[config.mk]
export PLATFORM = sky130hd
export DESIGN_NAME = sample_count_contrast_stretch
export DESIGN_NICKNAME = d
export VERILOG_FILES = /design/src/hw/rtl/scs_pkg.sv /design/src/hw/rtl/scs_front.sv /design/src/hw/rtl/scs_queue.sv /design/src/hw/rtl/scs_back.sv /design/src/hw/rtl/sample_count_contrast_stretch.sv
export SDC_FILE = /design/constraint.sdc
export NUM_CORES = 1
export LEC_CHECK = 0
export CELL_PAD_IN_SITES_DETAIL_PLACEMENT = 2
export CELL_PAD_IN_SITES_GLOBAL_PLACEMENT = 2
export CORE_AREA = 4 4 164 166
export CTS_CLUSTER_DIAMETER = 120
export DETAILED_ROUTE_END_ITERATION = 6
export DIE_AREA = 0 0 168 170
export DONT_BUFFER_PORTS = 1
export HOLD_SLACK_MARGIN = 0.02
export PLACE_DENSITY_LB_ADDON = 0.05
export SYNTH_ARGS = -nofsm -noshare
export SYNTH_HDL_FRONTEND = slang
export SYNTH_SLANG_ARGS = --single-unit
[constraint.sdc]
create_clock -name clock -period 2.5 [get_ports clock]
set_input_delay 0.25 -clock clock [delete_from_list [all_inputs] [get_ports clock]]
set_output_delay 0.25 -clock clock [all_outputs]
set_load 0.005 [all_outputs]
[src/hw/rtl/scs_pkg.sv]
// ----------------------------------------------------------------------------
// scs_pkg
// Shared types and constants for the sample count contrast stretch block.
// ----------------------------------------------------------------------------
package scs_pkg;

   localparam int unsigned SampleWidth    = 8;
   localparam int unsigned NumWidth       = 2 * SampleWidth;
   localparam int unsigned DivSteps       = SampleWidth;
   localparam int unsigned QueueDepthDflt = 4;

   localparam logic [SampleWidth-1:0] FullScale = 8'd255;

   // pass codes carried on the operation field
   localparam logic OpMeasure = 1'b0;
   localparam logic OpScale   = 1'b1;

   // one scale pass pixel, classified and ready for the divider
   typedef struct packed {
      logic                   direct;         // result known without dividing
      logic [SampleWidth-1:0] direct_value;
      logic [NumWidth-1:0]    numerator;      // 255 * (v - min)
      logic [SampleWidth-1:0] denominator;    // max - min
      logic [SampleWidth-1:0] frame_maximum;
   } item_type;

endpackage

[src/hw/rtl/scs_front.sv]
// ----------------------------------------------------------------------------
// scs_front
// Tracks the running range in the measure pass, latches the frame range and
// classifies scale pass pixels into divider jobs.
// ----------------------------------------------------------------------------
module scs_front (
   input  logic                              clock,
   input  logic                              reset,
   input  logic                              accept,
   input  logic                              operation,
   input  logic [scs_pkg::SampleWidth-1:0]   sample_count,
   input  logic                              last_pixel,
   output logic                              push,
   output scs_pkg::item_type                 item
);

   logic [scs_pkg::SampleWidth-1:0] run_min_ff, run_min_in;
   logic [scs_pkg::SampleWidth-1:0] run_max_ff, run_max_in;
   logic [scs_pkg::SampleWidth-1:0] frame_min_ff, frame_min_in;
   logic [scs_pkg::SampleWidth-1:0] frame_max_ff, frame_max_in;
   logic [scs_pkg::SampleWidth-1:0] upd_min, upd_max, diff;

   always_comb begin
      upd_min = (sample_count < run_min_ff) ? sample_count : run_min_ff;
      upd_max = (sample_count > run_max_ff) ? sample_count : run_max_ff;
      run_min_in   = run_min_ff;
      run_max_in   = run_max_ff;
      frame_min_in = frame_min_ff;
      frame_max_in = frame_max_ff;
      if (accept && operation == scs_pkg::OpMeasure) begin
         if (last_pixel) begin
            frame_min_in = upd_min;
            frame_max_in = upd_max;
            run_min_in   = scs_pkg::FullScale;
            run_max_in   = '0;
         end else begin
            run_min_in = upd_min;
            run_max_in = upd_max;
         end
      end
   end

   always_ff @(posedge clock) begin
      if (reset) begin
         run_min_ff   <= scs_pkg::FullScale;
         run_max_ff   <= '0;
         frame_min_ff <= '0;
         frame_max_ff <= '0;
      end else begin
         run_min_ff   <= run_min_in;
         run_max_ff   <= run_max_in;
         frame_min_ff <= frame_min_in;
         frame_max_ff <= frame_max_in;
      end
   end

   // classify against the range latched so far
   always_comb begin
      diff               = sample_count - frame_min_ff;
      item.numerator     = {diff, {scs_pkg::SampleWidth{1'b0}}}
                         - {{scs_pkg::SampleWidth{1'b0}}, diff};
      item.denominator   = frame_max_ff - frame_min_ff;
      item.frame_maximum = frame_max_ff;
      item.direct        = 1'b1;
      item.direct_value  = '0;
      if (frame_max_ff == frame_min_ff) begin
         item.direct_value = '0;
      end else if (sample_count <= frame_min_ff) begin
         item.direct_value = '0;
      end else if (sample_count >= frame_max_ff) begin
         item.direct_value = scs_pkg::FullScale;
      end else begin
         item.direct = 1'b0;
      end
   end

   assign push = accept && operation == scs_pkg::OpScale;

endmodule

[src/hw/rtl/scs_queue.sv]
// ----------------------------------------------------------------------------
// scs_queue
// Small FIFO of classified items between the front and the divider.
// ----------------------------------------------------------------------------
module scs_queue #(
   parameter int unsigned Depth = scs_pkg::QueueDepthDflt
) (
   input  logic              clock,
   input  logic              reset,
   input  logic              push,
   input  scs_pkg::item_type push_item,
   input  logic              pop,
   output scs_pkg::item_type pop_item,
   output logic              full,
   output logic              empty
);

   localparam int unsigned PtrWidth   = $clog2(Depth);
   localparam int unsigned CountWidth = $clog2(Depth + 1);

   scs_pkg::item_type       entry_ff [Depth];
   logic [PtrWidth-1:0]     wr_ptr_ff, wr_ptr_in;
   logic [PtrWidth-1:0]     rd_ptr_ff, rd_ptr_in;
   logic [CountWidth-1:0]   count_ff, count_in;

   assign full     = count_ff == CountWidth'(Depth);
   assign empty    = count_ff == '0;
   assign pop_item = entry_ff[rd_ptr_ff];

   always_comb begin
      wr_ptr_in = wr_ptr_ff;
      rd_ptr_in = rd_ptr_ff;
      count_in  = count_ff;
      if (push) begin
         wr_ptr_in = (wr_ptr_ff == PtrWidth'(Depth - 1)) ? '0 : wr_ptr_ff + 1'b1;
      end
      if (pop) begin
         rd_ptr_in = (rd_ptr_ff == PtrWidth'(Depth - 1)) ? '0 : rd_ptr_ff + 1'b1;
      end
      if (push && !pop) begin
         count_in = count_ff + 1'b1;
      end else if (pop && !push) begin
         count_in = count_ff - 1'b1;
      end
   end

   always_ff @(posedge clock) begin
      if (reset) begin
         wr_ptr_ff <= '0;
         rd_ptr_ff <= '0;
         count_ff  <= '0;
      end else begin
         wr_ptr_ff <= wr_ptr_in;
         rd_ptr_ff <= rd_ptr_in;
         count_ff  <= count_in;
      end
   end

   always_ff @(posedge clock) begin
      if (push) begin
         entry_ff[wr_ptr_ff] <= push_item;
      end
   end

endmodule

[src/hw/rtl/scs_back.sv]
// ----------------------------------------------------------------------------
// scs_back
// Restoring divider, one quotient bit per cycle, feeding the result register.
// ----------------------------------------------------------------------------
module scs_back (
   input  logic                              clock,
   input  logic                              reset,
   input  logic                              queue_empty,
   input  scs_pkg::item_type                 queue_item,
   output logic                              pop,
   output logic                              rsp_valid,
   input  logic                              rsp_stall,
   output logic [scs_pkg::SampleWidth-1:0]   rsp_scaled_value,
   output logic [scs_pkg::SampleWidth-1:0]   rsp_frame_maximum
);

   localparam int unsigned W         = scs_pkg::SampleWidth;
   localparam int unsigned StepWidth = $clog2(scs_pkg::DivSteps);

   typedef enum logic [2:0] {
      BACK_IDLE = 3'b001,
      BACK_DIV  = 3'b010,
      BACK_DONE = 3'b100
   } back_state_type;

   back_state_type          state_ff, state_in;
   logic [StepWidth-1:0]    step_ff, step_in;
   logic [W-1:0]            rem_ff, rem_in;
   logic [W-1:0]            quo_ff, quo_in;
   logic [W-1:0]            den_ff, den_in;
   logic [W-1:0]            fmax_ff, fmax_in;
   logic                    out_valid_ff, out_valid_in;
   logic [W-1:0]            out_value_ff, out_value_in;
   logic [W-1:0]            out_fmax_ff, out_fmax_in;
   logic [W:0]              trial;
   logic                    fits;
   logic                    out_free;

   assign out_free = !out_valid_ff || !rsp_stall;
   assign trial    = {rem_ff, quo_ff[W-1]};
   assign fits     = trial >= {1'b0, den_ff};
   assign pop      = state_ff == BACK_IDLE && !queue_empty;

   always_comb begin
      state_in     = state_ff;
      step_in      = step_ff;
      rem_in       = rem_ff;
      quo_in       = quo_ff;
      den_in       = den_ff;
      fmax_in      = fmax_ff;
      out_valid_in = out_valid_ff && rsp_stall;
      out_value_in = out_value_ff;
      out_fmax_in  = out_fmax_ff;
      unique case (state_ff)
         BACK_IDLE: begin
            if (!queue_empty) begin
               fmax_in = queue_item.frame_maximum;
               den_in  = queue_item.denominator;
               step_in = '0;
               if (queue_item.direct) begin
                  quo_in   = queue_item.direct_value;
                  state_in = BACK_DONE;
               end else begin
                  // upper half is below the divisor, so the quotient fits W bits
                  rem_in   = queue_item.numerator[2*W-1:W];
                  quo_in   = queue_item.numerator[W-1:0];
                  state_in = BACK_DIV;
               end
            end
         end
         BACK_DIV: begin
            rem_in  = fits ? W'(trial - {1'b0, den_ff}) : trial[W-1:0];
            quo_in  = {quo_ff[W-2:0], fits};
            step_in = step_ff + 1'b1;
            if (step_ff == StepWidth'(scs_pkg::DivSteps - 1)) begin
               state_in = BACK_DONE;
            end
         end
         BACK_DONE: begin
            if (out_free) begin
               out_valid_in = 1'b1;
               out_value_in = quo_ff;
               out_fmax_in  = fmax_ff;
               state_in     = BACK_IDLE;
            end
         end
         default: begin
            state_in = BACK_IDLE;
         end
      endcase
   end

   always_ff @(posedge clock) begin
      if (reset) begin
         state_ff     <= BACK_IDLE;
         out_valid_ff <= 1'b0;
      end else begin
         state_ff     <= state_in;
         out_valid_ff <= out_valid_in;
      end
   end

   always_ff @(posedge clock) begin
      step_ff      <= step_in;
      rem_ff       <= rem_in;
      quo_ff       <= quo_in;
      den_ff       <= den_in;
      fmax_ff      <= fmax_in;
      out_value_ff <= out_value_in;
      out_fmax_ff  <= out_fmax_in;
   end

   assign rsp_valid         = out_valid_ff;
   assign rsp_scaled_value  = out_value_ff;
   assign rsp_frame_maximum = out_fmax_ff;

endmodule

[src/hw/rtl/sample_count_contrast_stretch.sv]
// ----------------------------------------------------------------------------
// sample_count_contrast_stretch
// Min-max contrast stretch of an 8-bit sample count image, two passes.
// ----------------------------------------------------------------------------
// Usage:
//   req_ channel: one beat per pixel. operation 0 is a measure pass pixel,
//   which updates the running min/max; with last_pixel set it also latches
//   the frame range and restarts the running pair. Measure beats give no
//   response. operation 1 is a scale pass pixel and gives one rsp_ beat with
//   255*(v-min)/(max-min), truncated and saturated, plus the frame maximum.
//   A scale beat is queued on acceptance; the back end pops it and, when the
//   result is saturated or the range is empty, loads it straight into the
//   output register, else runs the divider over the quotient bits first.
//   Measure beats are taken one per cycle while the queue has room. Scale
//   beats are queued while the back end is busy: its restoring divider
//   retires one quotient bit per cycle and handles one item at a time.
//   Scale beats wait in a QueueDepth-entry queue, classified against the
//   range latched at acceptance, so later measure beats never disturb them.
//   Reset: running min 255, running max 0, frame range 0..0, queue empty,
//   no response pending. A stalled rsp_ beat holds; the divider then waits,
//   and req_stall rises only when the queue is full.
// ----------------------------------------------------------------------------
module sample_count_contrast_stretch #(
   parameter int unsigned QueueDepth = scs_pkg::QueueDepthDflt
) (
   input  logic                              clock,
   input  logic                              reset,
   input  logic                              req_valid,
   output logic                              req_stall,
   input  logic                              req_operation,
   input  logic [scs_pkg::SampleWidth-1:0]   req_sample_count,
   input  logic                              req_last_pixel,
   output logic                              rsp_valid,
   input  logic                              rsp_stall,
   output logic [scs_pkg::SampleWidth-1:0]   rsp_scaled_value,
   output logic [scs_pkg::SampleWidth-1:0]   rsp_frame_maximum
);

   logic              accept;
   logic              push;
   logic              pop;
   logic              q_full;
   logic              q_empty;
   scs_pkg::item_type push_item;
   scs_pkg::item_type pop_item;

   // stall every beat while the queue is full; measure beats only need the
   // front but hold them too so beat order stays simple
   assign req_stall = q_full;
   assign accept    = req_valid && !req_stall;

   scs_front u_front (
      .clock        (clock),
      .reset        (reset),
      .accept       (accept),
      .operation    (req_operation),
      .sample_count (req_sample_count),
      .last_pixel   (req_last_pixel),
      .push         (push),
      .item         (push_item)
   );

   scs_queue #(
      .Depth (QueueDepth)
   ) u_queue (
      .clock     (clock),
      .reset     (reset),
      .push      (push),
      .push_item (push_item),
      .pop       (pop),
      .pop_item  (pop_item),
      .full      (q_full),
      .empty     (q_empty)
   );

   scs_back u_back (
      .clock             (clock),
      .reset             (reset),
      .queue_empty       (q_empty),
      .queue_item        (pop_item),
      .pop               (pop),
      .rsp_valid         (rsp_valid),
      .rsp_stall         (rsp_stall),
      .rsp_scaled_value  (rsp_scaled_value),
      .rsp_frame_maximum (rsp_frame_maximum)
   );

endmodule

==> results of run 1 <==
## report_power, final
part           switching [mW]  internal, mW  total, mW
Clock                    1.51          2.17       3.68
Combinational            2.15          1.59       3.75
Sequential              0.294          5.04       5.33
Total                    3.96          8.80       12.8
## final cells by class
| type | instances | area share, % |
|---|---|---|
| Sequential cell | 232 | 52.3 |
| Multi-Input combinational cell | 450 | 32.4 |
| Clock buffer | 34 | 5.63 |
| Timing Repair Buffer | 50 | 3.75 |
| Tap cell | 335 | 3.36 |
| Inverter | 55 | 1.66 |
| Clock inverter | 13 | 0.883 |
## placed cells by master (no fill, tap or decap), drive strengths merged, types with 3 or more instances in the layout
| cell type | count |
|---|---|
| edfxtp | 187 |
| nand2 | 58 |
| ha | 57 |
| inv | 55 |
| dfxtp | 45 |
| nor2 | 41 |
| o21ai | 41 |
| buf | 38 |
| clkbuf | 34 |
| mux4 | 33 |
| mux2i | 30 |
| a21oi | 23 |
| nand2b | 18 |
| xnor2 | 16 |
| dlygate4sd3 | 12 |
| nor2b | 10 |
| clkinv | 10 |
| a31oi | 8 |
| nand3 | 8 |
| o32ai | 8 |
| a21o | 7 |
| xor2 | 6 |
| nor3 | 6 |
| and3 | 6 |
| or2 | 6 |
| or3 | 6 |
| o21a | 5 |
| and2 | 5 |
| nand4 | 5 |
| fa | 4 |
| a21boi | 4 |
| a41oi | 3 |
| o21bai | 3 |
| a2bb2oi | 3 |
| o31ai | 3 |
| o211ai | 3 |
| a31o | 3 |
## worst paths after layout
kind | startpoint | endpoint | slack [ns] | cells after the start
worst max-delay path | u_front.frame_min_ff[0]$_SDFFE_PP0P_ | u_queue.entry_ff[2][26]$_DFFE_PP_ | -0.02 | 8
worst min-delay path | req_sample_count[6] | u_front.frame_max_ff[6]$_SDFFE_PP0P_ | 0.07 | 2
worst max register to register | u_front.frame_min_ff[0]$_SDFFE_PP0P_ | u_queue.entry_ff[2][26]$_DFFE_PP_ | -0.02 | 8
worst min register to register | u_back.fmax_ff[1]$_DFFE_PP_ | u_back.rsp_frame_maximum[1]$_DFFE_PP_ | 0.42 | 0
## worst max-delay path: stages (launching register included)
cell and delay [ns]:
dfxtp_2 0.33, ha_4 0.15, fa_2 0.35, nand2b_4 0.19
a211oi_4 0.27, o21ba_4 0.18, o21ai_2 0.08, or3_4 0.43
a31o_4 0.27
## what timing repair did
item	in CTS	in global routing
hold buffers	12	0
setup buffers	3	2
hold endpoints to repair	43	0
endpoints found under the setup margin	41	51
pin swaps	5	4
resized for setup	23	30
## registers in the layout (all words and copies together) (netlist names), 8 cells and up, named ones only
signal,cells
u_front.frame_max_ff,8
u_front.run_max_ff,8
u_back.den_ff,8
u_queue.entry_ff,136
u_front.run_min_ff,8
u_back.fmax_ff,8
u_back.rem_ff,8
u_back.rsp_frame_maximum,8
u_back.rsp_scaled_value,8
u_front.frame_min_ff,8
u_back.quo_ff,8
## stage by stage
stage	TNS [ns]	utilization (%)	setup slack, ns	cell area (µm²)	instances
after global routing	-0.846	48.7	-0.0938	12500	1169
after CTS	0	48.1	0.00505	12300	1167
after global placement	-0.850	43.8	-0.0626	11200	1105
after floorplan	0	-	0.0194	10600	758
after detailed placement	-2.76	43.8	-0.137	11200	1105
final	-0.0821	48.7	-0.0228	12500	1169
## metal layers
| metal | vias to the layer above | GRT usage (%) |
|---|---|---|
| met1 | 3304 | 25.1 |
| met2 | 105 | 36.1 |
| met4 | 0 | 4.80 |
| met5 | - | 0 |
| met3 | 43 | 2.58 |
| li1 | 2960 | - |
## cells by family (layout without fill, tap and decap cells)
kind of cell	Yosys count	in the layout	synth area share (%)
XOR/XNOR	22	22	1.82
buffers and inverters	76	152	2.76
AND/OR/NAND/NOR	174	174	8.02
AO/OA/AOI/OAI	128	128	8.07
adder cells (fa/ha/maj)	61	61	7.51
multiplexers	65	65	10.1
flip-flops	232	232	61.7
==> results.toml, run 1 <==
[detailed_routing]
finalWirelength_mm = 28.6
ant_nets = 0
wl_per_cell_um = 24.4
highest_layer = "met4"
wl_met3_um = 934
wl_met1_mm = 12.1
viasPerCell = 5.49
vias = 6412
drc = 0
drt_pass1_iterations = 4
dr_wl_met2_mm = 14.9
drtIter0Drc = 314

[die]
dieArea_um2 = 28600
ios = 32
fp.dieW_um = 168
initial_core_util_pct = 41.2
placementRows = 59
die_h_um = 170
core_um2 = 25600

[global_routing]
grt_pass1_vias = 7195
grt_pass1_wl_mm = 43.7
antenna_found_initial = 0
grt_usage_pct = 19.8
grt_max_degree = 35
grt_overflow_total = 0

[logic_synthesis]
syn_area_um2 = 10600
synth-async-reset-ratio_pct = 0
synth.most_common_cell = "edfxtp_1"
yosysSeqAreaShare_pct = 61.7
synthTopCellsByCount = "edfxtp_1 (187), nand2_1 (58), ha_1 (57), inv_1 (55), dfxtp_1 (45)"
post-synth-top-area-cell = "edfxtp_1"
synth_edf_count = 187
syn_avg_cell_area_um2 = 13.9
netlist.area_leader.share_pct = 53.2
synth_area_leaders = "edfxtp_1 (53%), dfxtp_1 (8.5%), mux4_2 (7.0%), ha_1 (6.8%), mux2i_1 (2.8%)"
ys_ff_latch = 232
ys.flop_type = "edfxtp_1"
yosysUniqueCellTypes = 63
syn_inst = 758
ys.warnings.count = 0
synth_fp_nets = 833

[run_status]
outcome = "finished with violations"
violations = "setup timing"

[clocking]
clock_sinks = 232
cts.htree.levels = 1
cts_tree = "yes"
cts_buffer_depth = 3
cts_buffers = 26
worstSkewPairLatency_ns = 0.53
cts.clk_slew.worst_paths_ns = 0.06
root_buffer = "clkbuf_16"

[pwr]
ir_worst_vdd_v = 0.000620
p_per_area_nw_per_um2 = 1020
p_leak_nw = 4.50
power_mw = 12.8

[sta]
final_max_slew_viol_count = 0
fin_skew_ns = 0.00887
hold_viol = 0
layout_setup_ws_ns = -0.0228
grt_setup_unrepaired = "yes"
worst_slew_pin_slew_ns = 0.987
period_minus_slack_ns = 2.52
slew_headroom_pct = 34.0
post-route-period-util_pct = 101
setup_viol = 6
fmax_ghz = 0.396
hold_slack_ns = 0.0718

[final_layout]
drive_gt1_share_pct = 19.4
multi_input_area_um2 = 4040
area_growth_pct = 18.1
fillCellCount = 2435
antenna_cells = 0
nNetsFinal = 890
final-seq-area_um2 = 6520

[setup_path]
cp.arrival_ns = 2.79
setup.worst_path.end_class = "flop"
worstPathRequired_ns = 2.77
start_kind = "flop"
path_class = "reg2reg"
worstPathMaxFanout = 4

[placement]
port_buffers = 0
dp_hpwl_mm = 19.2
gp_congestion = 0.830

[job]
maxCapViolations = 0

[min_path]
min_path_type = "in2reg"
No activity file was read; power rests on OpenSTA's default activity.
==> run 2: changes to the inputs <==
==> constraint.sdc (replaced) <==
create_clock -name clock -period 2.5 [get_ports clock]
set_input_delay 0.375 -clock clock [delete_from_list [all_inputs] [get_ports clock]]
set_output_delay 0.375 -clock clock [all_outputs]
set_load 0.005 [all_outputs]
==> run 2 against run 1 <==
  * The flow now finishes without violations
  * Non-clock buffer count is the same
  * Power grew 1.7%
  * Core utilization grew 0.13 points
  * Largest power group unchanged
  * Die area is the same
  * First-iteration DRC count grew 4.8%
  * Clock power grew 4%
  * Count of clock-buffer cells in the layout grew 1
  * Clock skew grew 0.00093 ns
  * Combinational power grew 2%
  * Hold slack lost 0.026 ns
==> results.toml, run 2 (same netlist as run 1, synthesis figures left out) <==
[sta]
hold_viol = 0
slew_headroom_pct = 40.7
period_minus_slack_ns = 2.46
setup_tns_ns = 0
final_max_slew_viol_count = 0
post-route-period-util_pct = 98.3
fin_skew_ns = 0.00981
setup_viol = 0
layout_setup_ws_ns = 0.0432
fmax_ghz = 0.407
hold_slack_ns = 0.0454
worst_slew_pin_slew_ns = 0.887
grt_setup_unrepaired = "yes"

[final_layout]
area_growth_pct = 18.4
fillCellCount = 2422
antenna_cells = 0
final_cells = 1170
layout_commonest_cell = "edfxtp_1"
drive_gt1_share_pct = 19.9
nNetsFinal = 891
largest_reg_flops = 136
mostFrequentLayoutCells = "edfxtp_1 (187), nand2_1 (58), inv_1 (55), ha_1 (52), dfxtp_1 (42)"
regMostFlops = "u_queue.entry_ff"

[setup_path]
crit_path_top_delay_cell = "or3_4"
setup.worst_path.end_class = "flop"
path_delay_family = "compound AO/OA/AOI/OAI gates"
slowest_delay_ns = 0.38
crit_chain = "ha_4, fa_2, nand2b_4, a211oi_4, o21ba_4, o21ai_4, or3_4, a31o_4"
cp.arrival_ns = 2.73
worst-r2r-setup-slack_ns = 0.04
worstPathRequired_ns = 2.77
worstPathMaxFanout = 4
start_kind = "flop"
path_class = "reg2reg"
crit_buf_inv = 0

[pwr]
p_leak_nw = 4.52
p_per_area_nw_per_um2 = 1040
ir_worst_vdd_v = 0.000526
power_mw = 13.0

[die]
dieArea_um2 = 28600
core_um2 = 25600
initial_core_util_pct = 41.2
ios = 32
fp.dieW_um = 168
placementRows = 59
die_h_um = 170

[placement]
dp_hpwl_mm = 19.0
gp_congestion = 0.808
post-place-ws_ns = -0.241
port_buffers = 0
dp.cells = 1112

[global_routing]
antenna_found_initial = 0
grt_pass1_wl_mm = 43.3
grt_max_degree = 35
grt_pass1_vias = 7210
grt_usage_pct = 19.5
grt_overflow_total = 0

[job]
maxCapViolations = 0

[detailed_routing]
wl_per_cell_um = 24.2
drt_pass1_iterations = 6
drc = 0
vias = 6425
viasPerCell = 5.49
drtIter0Drc = 329
ant_nets = 0
finalWirelength_mm = 28.3

[min_path]
min_path_type = "in2reg"

[run_status]
outcome = "finished clean"

[clocking]
root_buffer = "clkbuf_16"
worstSkewPairLatency_ns = 0.52
cts_buffers = 26
clock_sinks = 232
cts_tree = "yes"
cts.clk_slew.worst_paths_ns = 0.06
cts.htree.levels = 1
cts_buffer_depth = 3
[run 2: changes by cell type in the layout (fill, tap and decap cells not counted), sizes merged]
cell and change:
a2bb2oi +1, buf +4, bufinv +1, clkbuf +1, clkinv -2, dlygate4sd3 -4
[run 2: what timing repair did]
| action | CTS | global route |
|---|---|---|
| setup endpoints to repair | 31 | 60 |
| setup buffers | 2 | 0 |
| endpoints found under the hold margin | 26 | 0 |
| pin swaps | 5 | 10 |
| cloned | 0 | 1 |
| hold buffers | 8 | 0 |
| resized for setup | 26 | 24 |
[run 2: cell type report]
class / count / area [µm²] / area share [%]
well taps: 335 / 419 / 3.35
repair buffers: 50 / 458 / 3.66
clock buffers: 35 / 716 / 5.72
clock inverters: 12 / 134 / 1.07
flip-flops and latches: 232 / 6520 / 52.1
inverters: 55 / 206 / 1.65
multi-input cells: 451 / 4050 / 32.4
[run 2: final timing paths]
check | from | to | depth (start not counted)
max reg2reg | u_front.frame_min_ff[0]$_SDFFE_PP0P_ | u_queue.entry_ff[0][28]$_DFFE_PP_ | 8
max | u_front.frame_min_ff[0]$_SDFFE_PP0P_ | u_queue.entry_ff[0][28]$_DFFE_PP_ | 8
min | reset | u_front.run_max_ff[7]$_SDFFE_PP0P_ | 2
min reg2reg | u_back.fmax_ff[6]$_DFFE_PP_ | u_back.rsp_frame_maximum[6]$_DFFE_PP_ | 0
[run 2: stage by stage]
| stage | instance area, µm² | utilization [%] |
|---|---|---|
| floorplan | 10600 | - |
| global placement | 11300 | 44.1 |
| detailed placement | 11300 | 44.1 |
| CTS | 12400 | 48.3 |
| global route | 12500 | 48.8 |
| finish | 12500 | 48.8 |
[run 2: per-layer routing]
metal	routed length (µm)	vias to the layer above	track usage, %
li1	-	2961	-
met1	11700	3300	23.6
met2	14800	124	36.7
met3	1160	40	3.04
met4	663	0	4.23
met5	0	-	0
[run 2: where the power goes]
group	total (mW)	leakage, nW	internal [mW]	switching, mW
clock	3.81	0.408	2.30	1.51
combinational	3.82	2.02	1.60	2.22
sequential	5.34	2.09	5.04	0.301
==> run 3: changes to the inputs <==
- PLACE_DENSITY: unset -> 0.86
- PLACE_DENSITY_LB_ADDON: 0.05 -> unset
==> run 3 against run 2 <==
  * Power up 10%
  * Critical path type unchanged
  * Sequential power up 0.7%
  * Count of clock-buffer cells in the layout is the same
  * Core utilization increased by 1.3 points
  * Hold slack improved by 0.0021 ns
  * Cell count is 1.1% higher
  * Combinational power grew 11%
  * Non-clock buffer count rose by 13
  * The flow now finishes with violations (setup timing)
  * Clock skew is 0.0050 ns higher
==> results.toml, run 3 (same netlist as run 1, synthesis figures left out) <==
[run_status]
outcome = "finished with violations"
violations = "setup timing"

[detailed_routing]
drt_pass1_iterations = 5
drc = 0
vias = 6887
wl_per_cell_um = 29.6
drtIter0Drc = 483
ant_nets = 0
viasPerCell = 5.82
finalWirelength_mm = 35.0

[placement]
port_buffers = 0
dp_hpwl_mm = 20.3
gp_congestion = 0.839

[sta]
grt_setup_unrepaired = "yes"
final_max_slew_viol_count = 0
fmax_ghz = 0.373
post-route-period-util_pct = 107
fin_skew_ns = 0.0148
hold_viol = 0
period_minus_slack_ns = 2.68
setup_viol = 40
setup_tns_ns = -2.60
worst_slew_pin_slew_ns = 0.938
layout_setup_ws_ns = -0.178
slew_headroom_pct = 37.2

[final_layout]
fillCellCount = 2387
mostFrequentLayoutCells = "edfxtp_1 (187), nand2_1 (58), inv_1 (55), ha_1 (51), buf_4 (47)"
area_growth_pct = 21.6
largest_reg_flops = 136
nNetsFinal = 903
drive_gt1_share_pct = 23.2
multi_input_area_um2 = 4100
antenna_cells = 0
final-seq-area_um2 = 6520
layout_commonest_cell = "edfxtp_1"
regMostFlops = "u_queue.entry_ff"

[setup_path]
crit_path_top_delay_cell = "or3_4"
start_kind = "flop"
worstPathMaxFanout = 4
cp.arrival_ns = 2.96
worst-r2r-setup-slack_ns = -0.18
setup.worst_path.end_class = "flop"
worstPathRequired_ns = 2.78
slowest_delay_ns = 0.39
path_class = "reg2reg"
crit_chain = "ha_4, fa_2, nand2b_4, a211oi_4, o21ba_4, o21ai_4, or3_4, a31o_4"

[die]
placementRows = 59
die_h_um = 170
initial_core_util_pct = 41.2
ios = 32
core_um2 = 25600
fp.dieW_um = 168
dieArea_um2 = 28600

[min_path]
min_path_type = "in2reg"

[clocking]
cts.htree.levels = 1
worstSkewPairLatency_ns = 0.54
cts_tree = "yes"
cts_buffer_depth = 3
cts.clk_slew.worst_paths_ns = 0.07
cts_buffers = 26
clock_sinks = 232
root_buffer = "clkbuf_16"

[pwr]
p_per_area_nw_per_um2 = 1110
ir_worst_vdd_v = 0.000522
power_mw = 14.3
p_leak_nw = 4.69

[job]
maxCapViolations = 0

[global_routing]
grt_overflow_total = 0
grt_pass1_vias = 7862
grt_usage_pct = 24.1
grt_pass1_wl_mm = 51.7
grt_max_degree = 36
antenna_found_initial = 0
-- run 3: changes by cell type in the layout (fill, tap and decap cells not counted), moves of 3 or more --
cell,previous run,this run
nor2_2,1,4
buf_6,0,3
buf_4,37,47
xnor2_2,4,7
clkinv_1,6,1
bufinv_16,3,9
-- run 3: report_power, final --
part           switching (mW)  total [mW]  internal (mW)
logic                    2.48        4.25           1.76
registers               0.337        5.38           5.04
clock network            1.67        4.65           2.99
total                    4.49        14.3           9.79
-- run 3: what timing repair did --
item	in CTS	in global routing
setup buffers	5	5
endpoints found under the hold margin	26	0
gates resized for setup	34	33
setup endpoints to repair	54	58
hold buffers	8	0
pin swaps	10	14
-- run 3: layer usage --
metal / track usage, % / wire length (µm) / up-vias
met5: 0 / 0 / -
met4: 10.1 / 1540 / 0
met3: 3.83 / 1620 / 92
met2: 42.5 / 18000 / 232
met1: 29.4 / 13800 / 3572
li1: - / - / 2991
-- run 3: cell type report --
| cell class | instances | share of cell area (%) |
|---|---|---|
| repair buffers | 63 | 4.41 |
| flip-flops and latches | 232 | 50.8 |
| multi-input cells | 450 | 31.9 |
| well taps | 335 | 3.26 |
| clock buffers | 35 | 5.73 |
| clock inverters | 13 | 2.25 |
| inverters | 55 | 1.61 |
-- run 3: worst paths after layout --
path / cells past startpoint / start / to
worst max-delay path: 8 / u_front.frame_min_ff[0]$_SDFFE_PP0P_ / u_queue.entry_ff[0][28]$_DFFE_PP_
worst min-delay path: 2 / req_sample_count[7] / u_front.frame_max_ff[7]$_SDFFE_PP0P_
worst max register to register: 8 / u_front.frame_min_ff[0]$_SDFFE_PP0P_ / u_queue.entry_ff[0][28]$_DFFE_PP_
worst min register to register: 0 / u_back.fmax_ff[5]$_DFFE_PP_ / u_back.rsp_frame_maximum[5]$_DFFE_PP_
-- run 3: critical path, delay by kind of cell (launching register included) --
family | cells | cell delay, ns
compound gates | 4 | 0.95
fa+ha+maj | 2 | 0.52
flops | 1 | 0.36
simple gates | 2 | 0.57
-- run 3: metrics by stage --
| stage | cells | setup WS (ns) | util (%) | instance area (µm²) | hold WS [ns] |
|---|---|---|---|---|---|
| 6_report | 1183 | -0.178 | 50.1 | 12800 | 0.0475 |
| 5_1_grt | 1183 | -0.201 | 50.1 | 12800 | 0.0351 |
| 4_1_cts | 1178 | -0.0634 | 49.4 | 12600 | 0.0319 |
| 3_5_place_dp | 1117 | -0.354 | 44.3 | 11300 | 0.412 |
| 3_3_place_gp | 1117 | -0.0452 | 44.3 | 11300 | 0.405 |
| 2_1_floorplan | 758 | 0.00932 | - | 10600 | 0.400 |
